<file path="config.mk">
export PLATFORM = sky130hd
export DESIGN_NAME = indexed_ordered_list
export DESIGN_NICKNAME = d
export VERILOG_FILES = /design/src/rtl/iol_pkg.sv /design/src/rtl/iol_ram.sv /design/src/rtl/indexed_ordered_list.sv
export SDC_FILE = /design/constraint.sdc
export NUM_CORES = 2
export LEC_CHECK = 0
export BUFFER_PORTS_ARGS = -buffer_cell sky130_fd_sc_hd__clkbuf_2
export CAP_MARGIN = 20
export CORE_MARGIN = 3
export CORE_UTILIZATION = 50
export CTS_CLUSTER_SIZE = 16
export DETAILED_ROUTE_END_ITERATION = 10
export PLACE_DENSITY_LB_ADDON = 0.3
export SYNTH_ARGS = -nofsm -noshare
export SYNTH_HDL_FRONTEND = slang
export SYNTH_SLANG_ARGS = --single-unit
</file>
<file path="constraint.sdc">
create_clock -name clk -period 7.2 [get_ports clk]
set_clock_uncertainty 0.1 [all_clocks]
set_input_delay 0.72 -clock clk [delete_from_list [all_inputs] [get_ports clk]]
set_output_delay 0.72 -clock clk [all_outputs]
set_load 0.005 [all_outputs]
</file>
<file path="src/rtl/iol_pkg.sv">
// Package: sizes, operation and status codes, and FSM states of the indexed ordered list.
`default_nettype none
package iol_pkg;
	localparam int CAPACITY = 64;
	localparam int IDX_W = $clog2(CAPACITY);
	localparam int CNT_W = $clog2(CAPACITY + 1);
	localparam int CMP_W = (CNT_W > 7) ? CNT_W : 7;
	localparam int VAL_W = 32;
	localparam int POS_W = 8;
	localparam int KIND_W = 3;
	localparam int STAT_W = 2;
	localparam int LEN_W = 7;

	localparam logic [KIND_W-1:0] KIND_GET = 3'd0;
	localparam logic [KIND_W-1:0] KIND_INSERT_AT = 3'd1;
	localparam logic [KIND_W-1:0] KIND_INSERT_HEAD = 3'd2;
	localparam logic [KIND_W-1:0] KIND_INSERT_TAIL = 3'd3;
	localparam logic [KIND_W-1:0] KIND_DELETE = 3'd4;

	localparam logic [STAT_W-1:0] STATUS_DONE = 2'd0;
	localparam logic [STAT_W-1:0] STATUS_BAD_POSITION = 2'd1;
	localparam logic [STAT_W-1:0] STATUS_FULL = 2'd2;

	typedef enum logic [2:0] {
		ST_IDLE,
		ST_GET,
		ST_SHIFT,
		ST_DRAIN,
		ST_PUT,
		ST_RESULT
	} state_t;
endpackage
`default_nettype wire

</file>
<file path="src/rtl/iol_ram.sv">
// Generic simple dual-port RAM with one write port and a registered read port.
`default_nettype none
module iol_ram #(
	parameter int WIDTH = 32,
	parameter int DEPTH = 64
) (
	input  wire logic                     clk,
	input  wire logic                     we,
	input  wire logic [$clog2(DEPTH)-1:0] waddr,
	input  wire logic [WIDTH-1:0]         wdata,
	input  wire logic [$clog2(DEPTH)-1:0] raddr,
	output logic      [WIDTH-1:0]         rdata
);
	logic [WIDTH-1:0] mem [DEPTH];

	always_ff @(posedge clk) begin
		if (we) begin
			mem[waddr] <= wdata;
		end
		rdata <= mem[raddr];
	end
endmodule
`default_nettype wire

</file>
<file path="src/rtl/indexed_ordered_list.sv">
// Get reads one entry; insert at p below the length shifts the entries from p up before writing the
// value, insert at the tail writes it without a shift, and delete at p below length - 1 shifts the entries
// above p down; delete of the last entry and every invalid or refused beat go straight to the result.
// One item is worked on at a time: s_tready returns the cycle after the result beat is
// registered, and a shift moves one entry per cycle through the RAM, reading one entry while
// writing the one read in the cycle before. Reset clears the length, the FSM and the output
// valid; the entry RAM is not cleared, since only positions below the length are ever read.
`default_nettype none
module indexed_ordered_list
	import iol_pkg::*;
(
	input  wire logic        clk,
	input  wire logic        arst_n,
	input  wire logic        s_tvalid,
	output logic             s_tready,
	input  wire logic [39:0] s_tdata,  // position[7:0], value[39:8]
	input  wire logic [2:0]  s_tuser,  // kind[2:0]
	output logic             m_tvalid,
	input  wire logic        m_tready,
	output logic      [39:0] m_tdata,  // read_value[31:0], length[38:32], zero[39]
	output logic      [1:0]  m_tuser   // status[1:0]
);
	state_t state_q, state_d;

	logic [CNT_W-1:0]  count_q;
	logic [IDX_W-1:0]  at_q, rp_q, stop_q, wa_s1;
	logic              up_q, pend_s1;
	logic [VAL_W-1:0]  value_q, res_value_q;
	logic [STAT_W-1:0] res_status_q;
	logic [CNT_W-1:0]  res_count_q;

	logic              ram_we;
	logic [IDX_W-1:0]  ram_waddr, ram_raddr;
	logic [VAL_W-1:0]  ram_wdata, ram_rdata;

	logic [KIND_W-1:0] kind;
	logic [POS_W-1:0]  position;
	logic [VAL_W-1:0]  value;
	logic              neg;
	logic [CMP_W-1:0]  posw, cntw, ins_at;
	logic              ins_ok, full, accept, out_free;

	logic [STAT_W-1:0] dec_status;
	logic [VAL_W-1:0]  dec_value;
	logic [CNT_W-1:0]  dec_count;
	state_t            dec_next;
	logic [IDX_W-1:0]  dec_at, dec_rp, dec_stop;
	logic              dec_up;

	assign kind = s_tuser;
	assign position = s_tdata[POS_W-1:0];
	assign value = s_tdata[POS_W+VAL_W-1:POS_W];
	assign neg = position[POS_W-1];
	assign posw = CMP_W'(position[POS_W-2:0]);
	assign cntw = CMP_W'(count_q);
	assign full = (cntw == CMP_W'(CAPACITY));
	assign accept = s_tvalid && s_tready;
	assign out_free = !m_tvalid || m_tready;

	// Decode of the incoming beat against the current length.
	always_comb begin
		dec_status = STATUS_BAD_POSITION;
		dec_value = '0;
		dec_count = count_q;
		dec_next = ST_RESULT;
		dec_at = '0;
		dec_rp = '0;
		dec_stop = '0;
		dec_up = 1'b1;
		ins_at = '0;
		ins_ok = 1'b0;
		case (kind)
			KIND_GET: begin
				if (!neg && posw < cntw) begin
					dec_status = STATUS_DONE;
					dec_next = ST_GET;
				end else begin
					dec_value = '1;
				end
			end
			KIND_INSERT_AT, KIND_INSERT_HEAD, KIND_INSERT_TAIL: begin
				if (kind == KIND_INSERT_AT) begin
					ins_at = neg ? '0 : posw;
				end else if (kind == KIND_INSERT_TAIL) begin
					ins_at = cntw;
				end
				ins_ok = (ins_at <= cntw);
				if (ins_ok) begin
					if (full) begin
						dec_status = STATUS_FULL;
					end else begin
						dec_status = STATUS_DONE;
						dec_count = count_q + CNT_W'(1);
						dec_at = ins_at[IDX_W-1:0];
						dec_rp = IDX_W'(cntw - CMP_W'(1));
						dec_stop = ins_at[IDX_W-1:0];
						dec_up = 1'b1;
						dec_next = (ins_at == cntw) ? ST_PUT : ST_SHIFT;
					end
				end
			end
			KIND_DELETE: begin
				if (!neg && posw < cntw) begin
					dec_status = STATUS_DONE;
					dec_count = count_q - CNT_W'(1);
					dec_rp = IDX_W'(posw + CMP_W'(1));
					dec_stop = IDX_W'(cntw - CMP_W'(1));
					dec_up = 1'b0;
					dec_next = (posw == cntw - CMP_W'(1)) ? ST_RESULT : ST_SHIFT;
				end
			end
			default: begin
			end
		endcase
	end

	always_comb begin
		state_d = state_q;
		case (state_q)
			ST_IDLE: begin
				if (s_tvalid) begin
					state_d = dec_next;
				end
			end
			ST_GET: state_d = ST_RESULT;
			ST_SHIFT: begin
				if (rp_q == stop_q) begin
					state_d = ST_DRAIN;
				end
			end
			ST_DRAIN: state_d = up_q ? ST_PUT : ST_RESULT;
			ST_PUT: state_d = ST_RESULT;
			ST_RESULT: begin
				if (out_free) begin
					state_d = ST_IDLE;
				end
			end
			default: state_d = ST_IDLE;
		endcase
	end

	// The entry read in one shift cycle is written one place up or down in the next.
	always_comb begin
		s_tready = (state_q == ST_IDLE);
		ram_raddr = posw[IDX_W-1:0];
		ram_we = pend_s1;
		ram_waddr = wa_s1;
		ram_wdata = ram_rdata;
		case (state_q)
			ST_SHIFT: ram_raddr = rp_q;
			ST_PUT: begin
				ram_we = 1'b1;
				ram_waddr = at_q;
				ram_wdata = value_q;
			end
			default: begin
			end
		endcase
	end

	always_ff @(posedge clk or negedge arst_n) begin
		if (!arst_n) begin
			state_q <= ST_IDLE;
			count_q <= '0;
			pend_s1 <= 1'b0;
			m_tvalid <= 1'b0;
		end else begin
			state_q <= state_d;
			pend_s1 <= (state_q == ST_SHIFT);
			if (accept) begin
				count_q <= dec_count;
			end
			if (state_q == ST_RESULT && out_free) begin
				m_tvalid <= 1'b1;
			end else if (m_tready) begin
				m_tvalid <= 1'b0;
			end
		end
	end

	always_ff @(posedge clk) begin
		if (accept) begin
			res_status_q <= dec_status;
			res_value_q <= dec_value;
			res_count_q <= dec_count;
			at_q <= dec_at;
			rp_q <= dec_rp;
			stop_q <= dec_stop;
			up_q <= dec_up;
			value_q <= value;
		end
		if (state_q == ST_GET) begin
			res_value_q <= ram_rdata;
		end
		if (state_q == ST_SHIFT) begin
			rp_q <= up_q ? rp_q - IDX_W'(1) : rp_q + IDX_W'(1);
			wa_s1 <= up_q ? rp_q + IDX_W'(1) : rp_q - IDX_W'(1);
		end
		if (state_q == ST_RESULT && out_free) begin
			m_tdata <= {1'b0, LEN_W'(res_count_q), res_value_q};
			m_tuser <= res_status_q;
		end
	end

	iol_ram #(
		.WIDTH(VAL_W),
		.DEPTH(CAPACITY)
	) u_entries (
		.clk  (clk),
		.we   (ram_we),
		.waddr(ram_waddr),
		.wdata(ram_wdata),
		.raddr(ram_raddr),
		.rdata(ram_rdata)
	);

	a_count_bound: assert property (@(posedge clk) disable iff (!arst_n)
		cntw <= CMP_W'(CAPACITY))
		else $error("list length exceeds capacity");

	a_no_write_idle: assert property (@(posedge clk) disable iff (!arst_n)
		state_q == ST_IDLE |-> !ram_we)
		else $error("entry RAM written while idle");

	a_shift_no_overlap: assert property (@(posedge clk) disable iff (!arst_n)
		(pend_s1 && state_q == ST_SHIFT) |-> wa_s1 != ram_raddr)
		else $error("shift writes the entry being read");

	a_full_length: assert property (@(posedge clk) disable iff (!arst_n)
		(m_tvalid && m_tuser == STATUS_FULL) |-> m_tdata[38:32] == LEN_W'(CAPACITY))
		else $error("refused insert reported with a list that is not full");

	a_drain_follows_shift: assert property (@(posedge clk) disable iff (!arst_n)
		state_q == ST_DRAIN |-> pend_s1)
		else $error("drain cycle without a pending shift write");
endmodule
`default_nettype wire

</file>
==> results.yml <==
status:
  status: "completed"
place:
  gp_congestion: 0.887
  port_buffers: 89
  hpwl_mm: 132
  dpl.cell_count: 7802
floorplanning:
  fp.dieW_um: 425
  num_rows: 152
  core_mm2: 0.173
  start_util: 0.507
  pin_count: 91
  die_h_um: 425
  die_area_mm2: 0.180
clock_tree:
  htreeDepth: 4
  cts-root-buf: "clkbuf_16"
  clkSinkCount: 2231
  clockBufferDepth: 3
  cts_buffers: 209
  cts_tree: "yes"
  ctsResizeCount: 0
  clock_latency_ns: 0.85
  clk_pin_slew_ns: 0.06
finish:
  nets: 5830
  layout.cells.non_filler: 8247
  area_growth_pct: 12.8
  final_core_util: 0.572
  drive_gt1_frac: 0.112
  fill_cells: 12968
sta:
  rsz0062_at_grt: "false"
  relSlewSlack: 0.226
  setup_violations: 0
  hold_violations: 0
  timing.final.crit_share: 0.663
  clock.fmax_mhz: 209
  fin_crit_ns: 4.78
  whs_ns: 0.183
  finalSetupTns_ns: 0
  worst_pin_slew_ns: 1.16
  slew_violations: 0
grt:
  first_global_vias: 49426
  grt_pass1_wl_mm: 350
  grt_overflow: 0
  grt_use_total: 0.266
  antenna_found_initial: 4
  grt_max_degree: 146
detailed_routing:
  highest_layer: "met5"
  routed-wl-met3_mm: 25.2
  wl_mm: 244
  dr.pass1.iters: 5
  wl_per_cell_um: 29.6
  wl_met1_mm: 97.6
  viasPerCell: 6.29
  wl_met2_mm: 112
  drt_first_iter_violations: 7724
  ant_nets: 0
  drc_errors: 0
  vias: 51884
critical_path:
  critPathLaunch: "state_q[1]"
  startpoint_type: "flip-flop"
  cpPeakStageDelay_ns: 0.70
  path_buf_inv: 4
  r2r_start: "state_q[1]"
  cp.arrival_ns: 5.35
  crit_slowest_cell: "o2111ai_1"
  criticalPathCategory: "reg2reg"
  crit_required_ns: 7.77
  end_kind: "flip-flop"
  worstPathMaxFanout: 119
  cp_cell_sequence: "or3b_1 -> buf_4 -> inv_1 -> nand3_1 -> o31ai_4 -> buf_8 -> buf_12 -> a32o_1 -> a221oi_1 -> o2111ai_1 -> mux2i_1"
  path_delay_family: "buffers and inverters"
yosys:
  yosysTopAreaCellShare: 0.750
  ys.flop_type: "edfxtp_1"
  synth_seq_area_share: 0.760
  synth.most_common_cell: "edfxtp_1"
  synth.net_count: 5691
  synth-seq-cells: 2231
  synth_area_leader_cell: "edfxtp_1"
  synth-edff-count: 2187
  synth.area.top_cells: "edfxtp_1 75%, mux2i_1 5.9%, nand2_1 5.3%, a32o_1 4.7%, o21ai_0 1.1%"
  syn_area_per_cell_um2: 15.6
  netlist_instances: 5622
  ys_warn_count: 0
  syn-cell-area_mm2: 0.0876
  synthArstFlopShare: 0.00538
  synth_common_cells: "2187 x edfxtp_1, 1242 x nand2_1, 518 x mux2i_1"
  yosysUniqueCellTypes: 64
power_and_ir_drop:
  irDropWorstVdd_mv: 0.237
  p_leak_nw: 33.4
  power_density_mw_per_mm2: 329
hold_path:
  hold_path.class: "in2reg"
  min-delay-start: "s_tvalid"
job:
  drv_cap: 0
-- repair_timing --
item / CTS / global route
hold buffers: 33 / 0
setup buffers: 0 / 0
hold endpoints to repair: 44 / 0
-- flip-flops by register name, indices dropped and copies added (netlist names) --
register,count
up_q,1
at_q,6
res_count_q,7
res_value_q,32
stop_q,6
value_q,32
u_entries.mem,2048
res_status_q,2
u_entries.rdata,32
state_q,3
wa_s1,6
cntw,7
m_tvalid,1
pend_s1,1
m_tuser,2
m_tdata,39
rp_q,6
-- layout make-up --
cell class              count  area [um^2]  area share
flip-flops and latches   2231        66600       0.674
multi-input cells        3008        19800       0.201
clock buffers             269         5540      0.0560
well taps                2310         2890      0.0292
repair buffers            287         2760      0.0279
clock inverters           117         1110      0.0113
inverters                  24         90.1    0.000911
diodes                      1         2.50   0.0000253
-- metal layers --
| metal | track usage | vias up |
|---|---|---|
| met4 | 0.100 | 4 |
| met3 | 0.0511 | 426 |
| met5 | 0 | - |
| li1 | - | 22027 |
| met2 | 0.406 | 2962 |
| met1 | 0.382 | 26465 |
-- logic make-up (layout without fill, tap and decap cells) --
kind of cell | after synthesis | in the layout | share of synthesized area
other | 1 | 2 | 0.0000428
adders and majority gates | 22 | 22 | 0.00314
DFF | 2231 | 2231 | 0.760
buffers and inverters | 383 | 697 | 0.0208
muxes | 518 | 518 | 0.0592
xor gates and xnor gates | 33 | 33 | 0.00330
and+or+nand+nor | 1593 | 1593 | 0.0737
AOI/OAI and AO/OA | 841 | 841 | 0.0794
-- power breakdown --
part / internal, mW / switching (mW) / leakage (nW)
Sequential: 16.7 / 0.274 / 20.1
Clock: 6.00 / 4.75 / 3.23
Combinational: 1.18 / 3.64 / 10.1
-- worst register-to-register path, cell delays in order, from the launching register on --
cell       delay (ns)
dfrtp_1          0.51
or3b_1           0.40
buf_4            0.24
inv_1            0.63
nand3_1          0.29
o31ai_4          0.24
buf_8            0.26
buf_12           0.50
a32o_1           0.53
a221oi_1         0.05
o2111ai_1        0.70
mux2i_1          0.16
-- placed cells by master (no fill, tap or decap), types with 9 or more instances in the layout --
cell,Yosys,routed
a21o_1,36,35
a21oi_1,28,27
a221oi_1,32,32
a32o_1,414,414
a41o_1,33,33
buf_12,0,49
buf_4,64,109
bufinv_16,0,16
clkbuf_1,182,53
clkbuf_16,0,210
clkbuf_2,1,89
clkinv_1,2,51
clkinv_2,0,32
dfrtp_1,12,12
dfxtp_1,32,32
dlygate4sd3_1,0,33
edfxtp_1,2187,2187
ha_1,22,22
inv_1,21,21
mux2i_1,518,518
nand2_1,1242,1206
nand2_2,0,33
nand3_1,155,155
nand3b_1,10,10
nand4_1,36,36
nor2_1,93,28
nor2_4,0,65
nor3_1,9,9
o2111ai_1,32,32
o21ai_0,198,198
o21ai_1,12,12
o22ai_1,9,9
xnor2_1,22,22
xor2_1,11,11
-- through the flow --
stage | total power [mW] | worst slack, ns | cell area [um^2]
after floorplan | 19.6 | 3.69 | 87600
after global placement | 21.5 | 2.18 | 91100
after detailed placement | 21.7 | 2.49 | 91300
after CTS | 32.3 | 2.48 | 98300
after global routing | 33.4 | 2.28 | 98800
final | 32.5 | 2.42 | 98800
-- path summary, 6_finish.rpt --
path | slack, ns | end | cells past startpoint
min in group asynchronous | 0.22 | cntw[4] | 2
hold / removal | 0.18 | state_q[1] | 2
setup reg to reg | 2.42 | u_entries.rdata[25] | 11
max in group asynchronous | 6.48 | pend_s1 | 2
hold reg to reg | 0.31 | m_tdata[18] | 0
setup / recovery | 2.42 | u_entries.rdata[25] | 11
(Power assumes the default switching activity.)
